## config.mk

```make
export PLATFORM = sky130hd
export DESIGN_NAME = aml_sleep_type_scanner
export DESIGN_NICKNAME = d
export VERILOG_FILES = /design/src/rtl/core/ast_pkg.sv /design/src/rtl/core/aml_sleep_type_scanner.sv /design/src/rtl/core/ast_scan.sv
export SDC_FILE = /design/constraint.sdc
export NUM_CORES = 1
export LEC_CHECK = 0
export ABC_AREA = 1
export BUFFER_PORTS_ARGS = -buffer_cell sky130_fd_sc_hd__buf_2
export CAP_MARGIN = 10
export CORE_MARGIN = 5
export CORE_UTILIZATION = 40
export DETAILED_ROUTE_END_ITERATION = 6
export SYNTH_ARGS = -nofsm -noshare
export SYNTH_HDL_FRONTEND = slang
export SYNTH_SLANG_ARGS = --single-unit
```

## constraint.sdc

```tcl
create_clock -name aclk -period 4.8 [get_ports aclk]
set_input_delay 0.72 -clock aclk [delete_from_list [all_inputs] [get_ports aclk]]
set_output_delay 0.72 -clock aclk [all_outputs]
set_load 0.05 [all_outputs]
```

## src/rtl/core/ast_pkg.sv

```systemverilog
// Shared types and constants for the sleep type scanner.
// Used by ast_scan and aml_sleep_type_scanner; depends on nothing.
package ast_pkg;

    localparam logic [7:0] LEAD_NAME_OP  = 8'h08;
    localparam logic [7:0] LEAD_ROOT     = 8'h5C;
    localparam logic [7:0] CHAR_UNDER    = 8'h5F;
    localparam logic [7:0] CHAR_S        = 8'h53;
    localparam logic [7:0] CHAR_5        = 8'h35;
    localparam logic [7:0] PREFIX_BYTE   = 8'h0A;
    localparam logic [7:0] MAX_SLP_VALUE = 8'h0F;
    localparam logic [2:0] TAIL_BYTES    = 3'd4;

    typedef struct packed {
        logic       found;
        logic [3:0] type_a;
        logic [3:0] type_b;
    } result_t;

    typedef struct packed {
        logic       vld;
        logic [3:0] val;
    } cand_t;

endpackage

```

## src/rtl/core/aml_sleep_type_scanner.sv

```systemverilog
// Top level of the sleep type scanner: stream ports, input word register,
// result register. Depends on ast_pkg and ast_scan.
//
// Takes one block byte per cycle, back to back. Each byte is held in the
// input register while the scan state updates; the result for a block is
// written to the output register when its last byte leaves the input
// register. Input is held only when a last byte meets an output register
// whose result has not been taken yet.
module aml_sleep_type_scanner #(
    parameter int WINDOW_BYTES    = 96,
    parameter int MIN_BLOCK_BYTES = 16
) (
    input  logic       aclk,
    input  logic       aresetn,
    input  logic       s_axis_tvalid,
    output logic       s_axis_tready,
    input  logic [7:0] s_axis_tdata,   // [7:0] data_byte
    input  logic       s_axis_tlast,   // last_of_block
    output logic       m_axis_tvalid,
    input  logic       m_axis_tready,
    output logic [7:0] m_axis_tdata,   // [3:0] sleep_type_a, [7:4] sleep_type_b
    output logic       m_axis_tuser    // found
);

    logic              in_vld_reg;
    logic [7:0]        in_byte_reg;
    logic              in_last_reg;
    logic              out_vld_reg;
    ast_pkg::result_t  out_reg;
    ast_pkg::result_t  scan_res;
    logic              out_free;
    logic              step;

    assign out_free      = !out_vld_reg || m_axis_tready;
    assign step          = in_vld_reg && (!in_last_reg || out_free);
    assign s_axis_tready = !in_vld_reg || step;

    ast_scan #(
        .WINDOW_BYTES   (WINDOW_BYTES),
        .MIN_BLOCK_BYTES(MIN_BLOCK_BYTES)
    ) u_scan (
        .aclk         (aclk),
        .aresetn      (aresetn),
        .step         (step),
        .data_byte    (in_byte_reg),
        .last_of_block(in_last_reg),
        .result       (scan_res)
    );

    always_ff @(posedge aclk) begin
        if (!aresetn) begin
            in_vld_reg  <= 1'b0;
            out_vld_reg <= 1'b0;
        end else begin
            if (s_axis_tready) begin
                in_vld_reg <= s_axis_tvalid;
            end
            if (step && in_last_reg) begin
                out_vld_reg <= 1'b1;
            end else if (m_axis_tready) begin
                out_vld_reg <= 1'b0;
            end
        end
    end

    always_ff @(posedge aclk) begin
        if (s_axis_tready && s_axis_tvalid) begin
            in_byte_reg <= s_axis_tdata;
            in_last_reg <= s_axis_tlast;
        end
        if (step && in_last_reg) begin
            out_reg <= scan_res;
        end
    end

    assign m_axis_tvalid = out_vld_reg;
    assign m_axis_tdata  = {out_reg.type_b, out_reg.type_a};
    assign m_axis_tuser  = out_reg.found;

`ifndef NO_ASSERTIONS
    a_no_overwrite: assert property (@(posedge aclk) disable iff (!aresetn)
        out_vld_reg && !m_axis_tready |=> out_vld_reg && $stable(out_reg))
        else $error("pending result overwritten");
    a_last_holds: assert property (@(posedge aclk) disable iff (!aresetn)
        in_vld_reg && in_last_reg && !out_free |-> !s_axis_tready)
        else $error("input taken while last byte is blocked");
    a_ready_flow: assert property (@(posedge aclk) disable iff (!aresetn)
        !in_vld_reg |-> s_axis_tready)
        else $error("input stalled with empty input register");
`endif

endmodule

```

## src/rtl/core/ast_scan.sv

```systemverilog
// Per-byte scan state and update logic of the sleep type scanner.
// Depends on ast_pkg.
module ast_scan #(
    parameter int WINDOW_BYTES    = 96,
    parameter int MIN_BLOCK_BYTES = 16
) (
    input  logic              aclk,
    input  logic              aresetn,
    input  logic              step,
    input  logic [7:0]        data_byte,
    input  logic              last_of_block,
    output ast_pkg::result_t  result
);

    localparam int OFF_W = $clog2(WINDOW_BYTES + 1);
    localparam int LEN_W = $clog2(MIN_BLOCK_BYTES + 1);
    localparam logic [OFF_W-1:0] WIN_END = OFF_W'(WINDOW_BYTES);
    localparam logic [LEN_W-1:0] LEN_MIN = LEN_W'(MIN_BLOCK_BYTES);

    localparam logic [2:0] PAT_IDLE  = 3'd0;
    localparam logic [2:0] PAT_LEAD  = 3'd1;
    localparam logic [2:0] PAT_UND1  = 3'd2;
    localparam logic [2:0] PAT_S     = 3'd3;
    localparam logic [2:0] PAT_FIVE  = 3'd4;

    logic             found_reg, found_next;
    logic [3:0]       type_a_reg, type_a_next;
    logic [3:0]       type_b_reg, type_b_next;
    logic [2:0]       pat_reg, pat_next;
    logic             win_reg, win_next;
    logic [OFF_W-1:0] off_reg, off_next;
    logic             prev_reg, prev_next;
    ast_pkg::cand_t   ca_reg, ca_next;
    ast_pkg::cand_t   cb_reg, cb_next;
    logic [2:0]       bap_reg, bap_next;
    logic [LEN_W-1:0] len_reg, len_next;

    logic [2:0] restart;
    logic       match;

    always_comb begin
        restart = (data_byte == ast_pkg::LEAD_NAME_OP || data_byte == ast_pkg::LEAD_ROOT)
                  ? PAT_LEAD : PAT_IDLE;
        match = 1'b0;
        unique case (pat_reg)
            PAT_LEAD: pat_next = (data_byte == ast_pkg::CHAR_UNDER) ? PAT_UND1 : restart;
            PAT_UND1: pat_next = (data_byte == ast_pkg::CHAR_S) ? PAT_S : restart;
            PAT_S:    pat_next = (data_byte == ast_pkg::CHAR_5) ? PAT_FIVE : restart;
            PAT_FIVE: begin
                match    = (data_byte == ast_pkg::CHAR_UNDER);
                pat_next = match ? PAT_IDLE : restart;
            end
            default:  pat_next = restart;
        endcase

        found_next  = found_reg;
        type_a_next = type_a_reg;
        type_b_next = type_b_reg;
        win_next    = win_reg;
        off_next    = off_reg;
        prev_next   = prev_reg;
        ca_next     = ca_reg;
        cb_next     = cb_reg;
        bap_next    = bap_reg;
        len_next    = len_reg;

        if (step && !found_reg) begin
            if (len_reg < LEN_MIN) begin
                len_next = len_reg + 1'b1;
            end
            if (win_reg) begin
                if (bap_reg < ast_pkg::TAIL_BYTES) begin
                    bap_next = bap_reg + 1'b1;
                end
                if (prev_reg && data_byte <= ast_pkg::MAX_SLP_VALUE) begin
                    if (!ca_reg.vld) begin
                        ca_next = '{vld: 1'b1, val: data_byte[3:0]};
                    end else if (!cb_reg.vld) begin
                        cb_next = '{vld: 1'b1, val: data_byte[3:0]};
                    end
                end
                prev_next = (data_byte == ast_pkg::PREFIX_BYTE);
                off_next  = off_reg + 1'b1;
                if (off_next >= WIN_END) begin
                    win_next  = 1'b0;
                    prev_next = 1'b0;
                end
            end
            if (match && !ca_next.vld) begin
                win_next  = 1'b1;
                off_next  = '0;
                prev_next = 1'b0;
                bap_next  = '0;
                cb_next   = '0;
            end
        end else begin
            pat_next = pat_reg;
        end

        if (step && last_of_block) begin
            if (!found_reg && len_next >= LEN_MIN && ca_next.vld &&
                bap_next >= ast_pkg::TAIL_BYTES) begin
                found_next  = 1'b1;
                type_a_next = ca_next.val;
                type_b_next = cb_next.vld ? cb_next.val : ca_next.val;
            end
            pat_next  = PAT_IDLE;
            win_next  = 1'b0;
            off_next  = '0;
            prev_next = 1'b0;
            ca_next   = '0;
            cb_next   = '0;
            bap_next  = '0;
            len_next  = '0;
        end

        result.found  = found_next;
        result.type_a = found_next ? type_a_next : 4'd0;
        result.type_b = found_next ? type_b_next : 4'd0;
    end

    always_ff @(posedge aclk) begin
        if (!aresetn) begin
            found_reg  <= 1'b0;
            type_a_reg <= '0;
            type_b_reg <= '0;
            pat_reg    <= PAT_IDLE;
            win_reg    <= 1'b0;
            off_reg    <= '0;
            prev_reg   <= 1'b0;
            ca_reg     <= '0;
            cb_reg     <= '0;
            bap_reg    <= '0;
            len_reg    <= '0;
        end else begin
            found_reg  <= found_next;
            type_a_reg <= type_a_next;
            type_b_reg <= type_b_next;
            pat_reg    <= pat_next;
            win_reg    <= win_next;
            off_reg    <= off_next;
            prev_reg   <= prev_next;
            ca_reg     <= ca_next;
            cb_reg     <= cb_next;
            bap_reg    <= bap_next;
            len_reg    <= len_next;
        end
    end

`ifndef NO_ASSERTIONS
    a_found_sticky: assert property (@(posedge aclk) disable iff (!aresetn)
        found_reg |=> found_reg)
        else $error("found flag dropped");
    a_cand_order: assert property (@(posedge aclk) disable iff (!aresetn)
        cb_reg.vld |-> ca_reg.vld)
        else $error("type B captured before type A");
    a_tail_sat: assert property (@(posedge aclk) disable iff (!aresetn)
        bap_reg <= ast_pkg::TAIL_BYTES)
        else $error("tail count past saturation");
    a_block_clear: assert property (@(posedge aclk) disable iff (!aresetn)
        step && last_of_block |=> !win_reg && !ca_reg.vld && len_reg == '0)
        else $error("block state not cleared at block end");
`endif

endmodule
```

==> results of run 1 <==
[synth_stat cells, drive strengths merged]
cell    number
nand3       35
and3         2
nor3b        1
a211oi       1
nand3b       1
inv         37
o21ai       21
nand4        3
ha           3
nor3         3
nor4         1
xnor2        1
a21oi       22
clkbuf       2
nor2        47
buf          2
o21bai       2
edfxtp      18
o21a         1
nand2       51
a31oi        1
xor2         3
clkinv       2
dfxtp       41
[how the worst min path moves through the flow]
| stage | slack, ns | cells after the start | from | endpoint |
|---|---|---|---|---|
| floorplan | 0.42 | 1 | register | register |
| global placement | 0.45 | 1 | register | register |
| detailed placement | 0.44 | 1 | register | register |
| CTS | 0.45 | 1 | register | register |
| global route | 0.49 | 1 | register | register |
| finish | 0.45 | 1 | register | register |
[final cells by class]
type / instances / share of cell area [%]
clock buffers: 13 / 6.10
clock inverters: 3 / 0.636
inverters: 39 / 4.96
multi-input cells: 199 / 35.0
flip-flops and latches: 59 / 46.1
well taps: 77 / 3.26
repair buffers: 23 / 3.90
[routing by layer]
layer	global-route usage [%]	wire, µm	vias up
met4	6.70	70	0
met2	19.8	2170	38
met5	0	0	-
li1	-	-	1060
met1	17.0	2410	886
met3	2.75	214	7
[report_power, final]
part	switching [mW]	internal [mW]	total, mW
clock network	0.192	0.247	0.439
logic	0.0273	0.0107	0.0380
registers	0.00660	0.522	0.528
total	0.226	0.779	1.01
[critical path: cells and delay by family]
kind / cells / cell delay (ns)
AO/OA/AOI/OAI: 1 / 0.09
buffers and inverters: 3 / 0.31
AND/OR/NAND/NOR: 6 / 1.12
[logic make-up (layout without fill, tap and decap cells)]
| group | count (synthesis) | after routing | share of synthesized area, % |
|---|---|---|---|
| flip-flops | 59 | 59 | 53.0 |
| adder cells (fa/ha/maj) | 3 | 3 | 1.46 |
| XOR/XNOR | 4 | 4 | 1.36 |
| AND/OR/NAND/NOR | 144 | 144 | 27.5 |
| AO/OA/AOI/OAI | 48 | 48 | 9.94 |
| buffers and inverters | 43 | 78 | 6.73 |
==> reports/metrics.csv, run 1 <==
stage,metric,value,unit
place,dp_hpwl,3640,µm
timing,period_needed,2.16,ns
clock_tree,clkTransAtPathRegs,0.07,ns
synth,ys_top_cells_by_area,"dfxtp_1, edfxtp_1, nand2_1, nor2_1, nand3_1",
final_layout,nFillCells,632,
critical_path,startpoint_type,input port,
critical_path,cp_max_fo,13,
power,p_leak,1.21,nW
clock_tree,cts_setup_buffers,0,
clock_tree,cts_buffers,9,
clock_tree,cts_tree,built,
clock_tree,insertion_delay,0.34,ns
critical_path,worstPathRequired,4.88,ns
worst_hold_path,hold_path.class,reg -> reg,
grt,track_usage,12.9,%
detailed_routing,drtPass1Iterations,4,
place,gp_congestion,0.912,
clock_tree,htree_num_levels,3,
die,initial_core_util,40.7,%
timing,finalHoldViolCount,0,
final_layout,mostFrequentLayoutCells,"nand2_1, nor2_1, dfxtp_1",
synth,synthCells,301,
synth,synthDistinctLibCells,34,
detailed_routing,via_count,1991,
grt,grt_pass1_vias,1942,
place,post-place-ws,2.28,ns
clock_tree,cts_resized,0,
power,power_density,341,nW/µm²
outcome,status,finished clean,
synth,synth_top_area_cell,dfxtp_1,
clock_tree,cts_sinks,59,
timing,rsz0062_at_grt,no,
final_layout,final_common_cell,nand2_1,
place,portBuffers,23,
timing,final.period_utilization,44.9,%
clock_tree,clockBufferDepth,2,
synth,avgSynthCellArea,8.53,µm²
die,dieHeight,90.1,µm
final_layout,final_cells,413,
grt,grt_pass1_wl,8650,µm
grt,antenna_found_initial,0,
detailed_routing,wl_per_cell,11.8,µm
final_layout,syn2layout_area_growth,15.0,%
critical_path,worst_r2r_path_depth,8,
synth,yosysSeqAreaShare,53.0,%
place,placed_cells_incl_taps,397,
critical_path,crit_type,in -> reg,
power,finalPower,1.01,mW
detailed_routing,ant_nets,0,
final_layout,fin_util,46.7,%
critical_path,reg2reg_slack,2.68,ns
die,coreArea,6310,µm²
critical_path,r2r_start,in_last_reg,
synth,syn_nets,317,
die,placementRows,29,
grt,grt_remaining_overflow,0,
final_layout,final-seq-area,1360,µm²
timing,setup_tns,0,ns
synth,synth_warnings,0,
die,die-width,90.1,µm
detailed_routing,drc,0,
critical_path,path_common_cell,nand3_2,
timing,max_freq,464,MHz
detailed_routing,avgViaCountPerCell,4.82,
power,ir_worst_vdd,0.205,mV
grt,grt_max_degree,22,
timing,setup_slack,2.64,ns
detailed_routing,drt_iter0_drc,147,
clock_tree,cts_hold_buffers,0,
die,die_area,8120,µm²
critical_path,crit_end,m_axis_tdata[4],
synth,ys_ff_latch,59,
critical_path,r2r-end,m_axis_tdata[4],
final_layout,fin_nets,347,
timing,relSlewSlack,52.6,%
critical_path,path_cells,"buf_2, inv_1, nand3_2, nand3_4, inv_2, nand3_2, nand3_2, nor2_4, nor2_2, a21oi_1",
final_layout,multi_input_area,1030,µm²
critical_path,crit_arrival,2.23,ns
critical_path,cp-startpoint,m_axis_tready,
critical_path,cp_slowest_cell,nor2_2,
timing,whs,0.454,ns
timing,fin_skew,0.00747,ns
clock_tree,root_buffer,clkbuf_8,
place,dpl_cell_area,2750,µm²
critical_path,critPathMaxStageDelay,0.31,ns
timing,setup_viol,0,
synth,synth_top_area_share,32.0,%
synth,synth_area,2570,µm²
final_layout,fin_area,2950,µm²
final_layout,antenna_cells,0,
timing,worstMarginPinSlew,0.710,ns
final_layout,drive_gt1_share,17.6,%
die,io_pins,24,
critical_path,endpoint_kind,register,
detailed_routing,wirelength,4860,µm
timing,slew_violations,0,
run,max_cap_violations,0,
Note: power is estimated with default switching activity, not from simulation.
==> run 2, diff against run 1 <==
clock period = 2.2 ns   (was 4.8 ns; I/O delays follow)
==> run 2 against run 1 <==
Compared with the run above: clock power rose by 89%; sequential power rose by 120%; highest routed layer unchanged; final cell count rose by 1.2%; largest cell class unchanged.
==> reports/metrics.csv, run 2 (synthesis results as in run 1) <==
stage,metric,value,unit
timing,setup_slack,0.227,ns
clock_tree,cts_tree,built,
clock_tree,cts_buffers,9,
power,comb_power_share,4.2,%
timing,slew_violations,0,
final_layout,drive_gt1_share,18.5,%
timing,setup_tns,0,ns
clock_tree,cts_resized,0,
timing,period_needed,1.97,ns
detailed_routing,drt_iter0_drc,96,
timing,rsz0062_at_grt,no,
detailed_routing,wirelength,5140,µm
final_layout,final_cells,418,
power,switchingPower,0.502,mW
detailed_routing,avgViaCountPerCell,4.89,
critical_path,critPathMaxStageDelay,0.43,ns
critical_path,cp_max_fo,10,
place,post-place-ws,0.205,ns
final_layout,fin_area,2950,µm²
clock_tree,clkTransAtPathRegs,0.07,ns
power,swShare,24.3,%
detailed_routing,ant_nets,0,
critical_path,crit_type,reg -> reg,
power,internal-power,1.57,mW
grt,grt_pass1_vias,1998,
power,ir_worst_vdd,0.399,mV
final_layout,final_common_cell,nand2_1,
critical_path,endpoint_kind,register,
power,power_density,701,nW/µm²
critical_path,cp_slowest_cell,edfxtp_1,
outcome,status,finished clean,
run,max_cap_violations,0,
place,gp_congestion,0.889,
die,die-width,90.1,µm
detailed_routing,met2WireLength,2350,µm
clock_tree,cts_sinks,59,
power,p_leak,1.21,nW
timing,final.period_utilization,89.7,%
grt,grt_max_degree,21,
grt,grt_pass1_wl,8870,µm
detailed_routing,via_count,2044,
final_layout,syn2layout_area_growth,14.9,%
detailed_routing,top_layer_used,met4,
power,finalPower,2.07,mW
die,coreArea,6310,µm²
timing,setup_viol,0,
die,die_area,8120,µm²
final_layout,mostFrequentLayoutCells,"nand2_1, nor2_1, dfxtp_1",
clock_tree,htree_num_levels,3,
final_layout,nFillCells,667,
die,io_pins,24,
power,clkPwrFrac,40.1,%
clock_tree,root_buffer,clkbuf_8,
critical_path,crit_arrival,2.16,ns
die,placementRows,29,
timing,fin_skew,0.0125,ns
detailed_routing,met3_length,264,µm
power,seqPwrFrac,55.7,%
critical_path,startpoint_type,register,
grt,antenna_found_initial,0,
place,dp_hpwl,3800,µm
clock_tree,cts_hold_buffers,0,
place,placed_cells_incl_taps,400,
final_layout,antenna_cells,0,
detailed_routing,wl_per_cell,12.3,µm
final_layout,fin_nets,352,
timing,max_freq,507,MHz
place,dpl_cell_area,2780,µm²
final_layout,fin_util,46.7,%
clock_tree,insertion_delay,0.34,ns
grt,grt_remaining_overflow,0,
detailed_routing,met1_length,2420,µm
timing,worstMarginPinSlew,0.397,ns
timing,finalHoldViolCount,0,
critical_path,path_cells,"nand3_2, nand3_4, o21ai_1, nand3_2, nor2_2, nor2_2, a21oi_1",
place,portBuffers,23,
detailed_routing,drc,0,
detailed_routing,drtPass1Iterations,5,
worst_hold_path,hold_path.class,in -> reg,
timing,whs,0.162,ns
die,dieHeight,90.1,µm
clock_tree,clockBufferDepth,2,
die,initial_core_util,40.7,%
critical_path,worstPathRequired,2.39,ns
grt,track_usage,13.4,%
timing,relSlewSlack,73.5,%
[run 2: changes by cell type in the layout (fill, tap and decap cells not counted)]
cell,change
buf_4,+4
clkinv_2,+2
clkbuf_1,+1
clkbuf_8,-2
inv_4,-1
clkbuf_16,-1
nor2_2,+1
clkinvlp_4,+1
[run 2: repair_timing]
action / 4_1_cts / 5_1_grt
setup endpoints to repair: 0 / 3
setup buffers: 0 / 1
hold endpoints to repair: 0 / 0
[run 2: worst paths after layout]
path | from | endpoint | slack [ns] | cells after the start
worst max-delay path | in_last_reg | m_axis_tdata[5] | 0.23 | 7
worst max register to register | in_last_reg | m_axis_tdata[5] | 0.23 | 7
worst min-delay path | s_axis_tdata[0] | in_byte_reg[0] | 0.16 | 1
worst min register to register | u_scan.off_reg[4] | u_scan.off_reg[4] | 0.47 | 2
[run 2: critical path, delay by kind of cell, from the launching register on]
family | cells | cell delay (ns)
flops | 1 | 0.43
compound gates | 2 | 0.45
simple gates | 5 | 0.94
[run 2: layer usage]
| layer | global-route usage, % | up-vias |
|---|---|---|
| met1 | 16.5 | 931 |
| met4 | 8.81 | 0 |
| li1 | - | 1065 |
| met3 | 3.59 | 10 |
| met2 | 20.7 | 38 |
| met5 | 0 | - |
[run 2: power groups by stage]
stage	registers, mW	logic, mW	clock network [mW]
6_report	1.15	0.0859	0.830
5_1_grt	1.15	0.0985	0.896
4_1_cts	1.15	0.0864	0.858
3_5_place_dp	1.18	0.0864	0
3_3_place_gp	1.18	0.0846	0
2_1_floorplan	1.18	0.0515	0
[run 2: layout make-up]
class	count	area [µm²]	share of cell area, %
Clock buffer	11	131	4.45
Clock inverter	5	30.0	1.02
Inverter	39	146	4.96
Multi-Input combinational cell	200	1040	35.2
Sequential cell	59	1360	46.1
Tap cell	77	96.3	3.27
Timing Repair Buffer	27	145	4.92
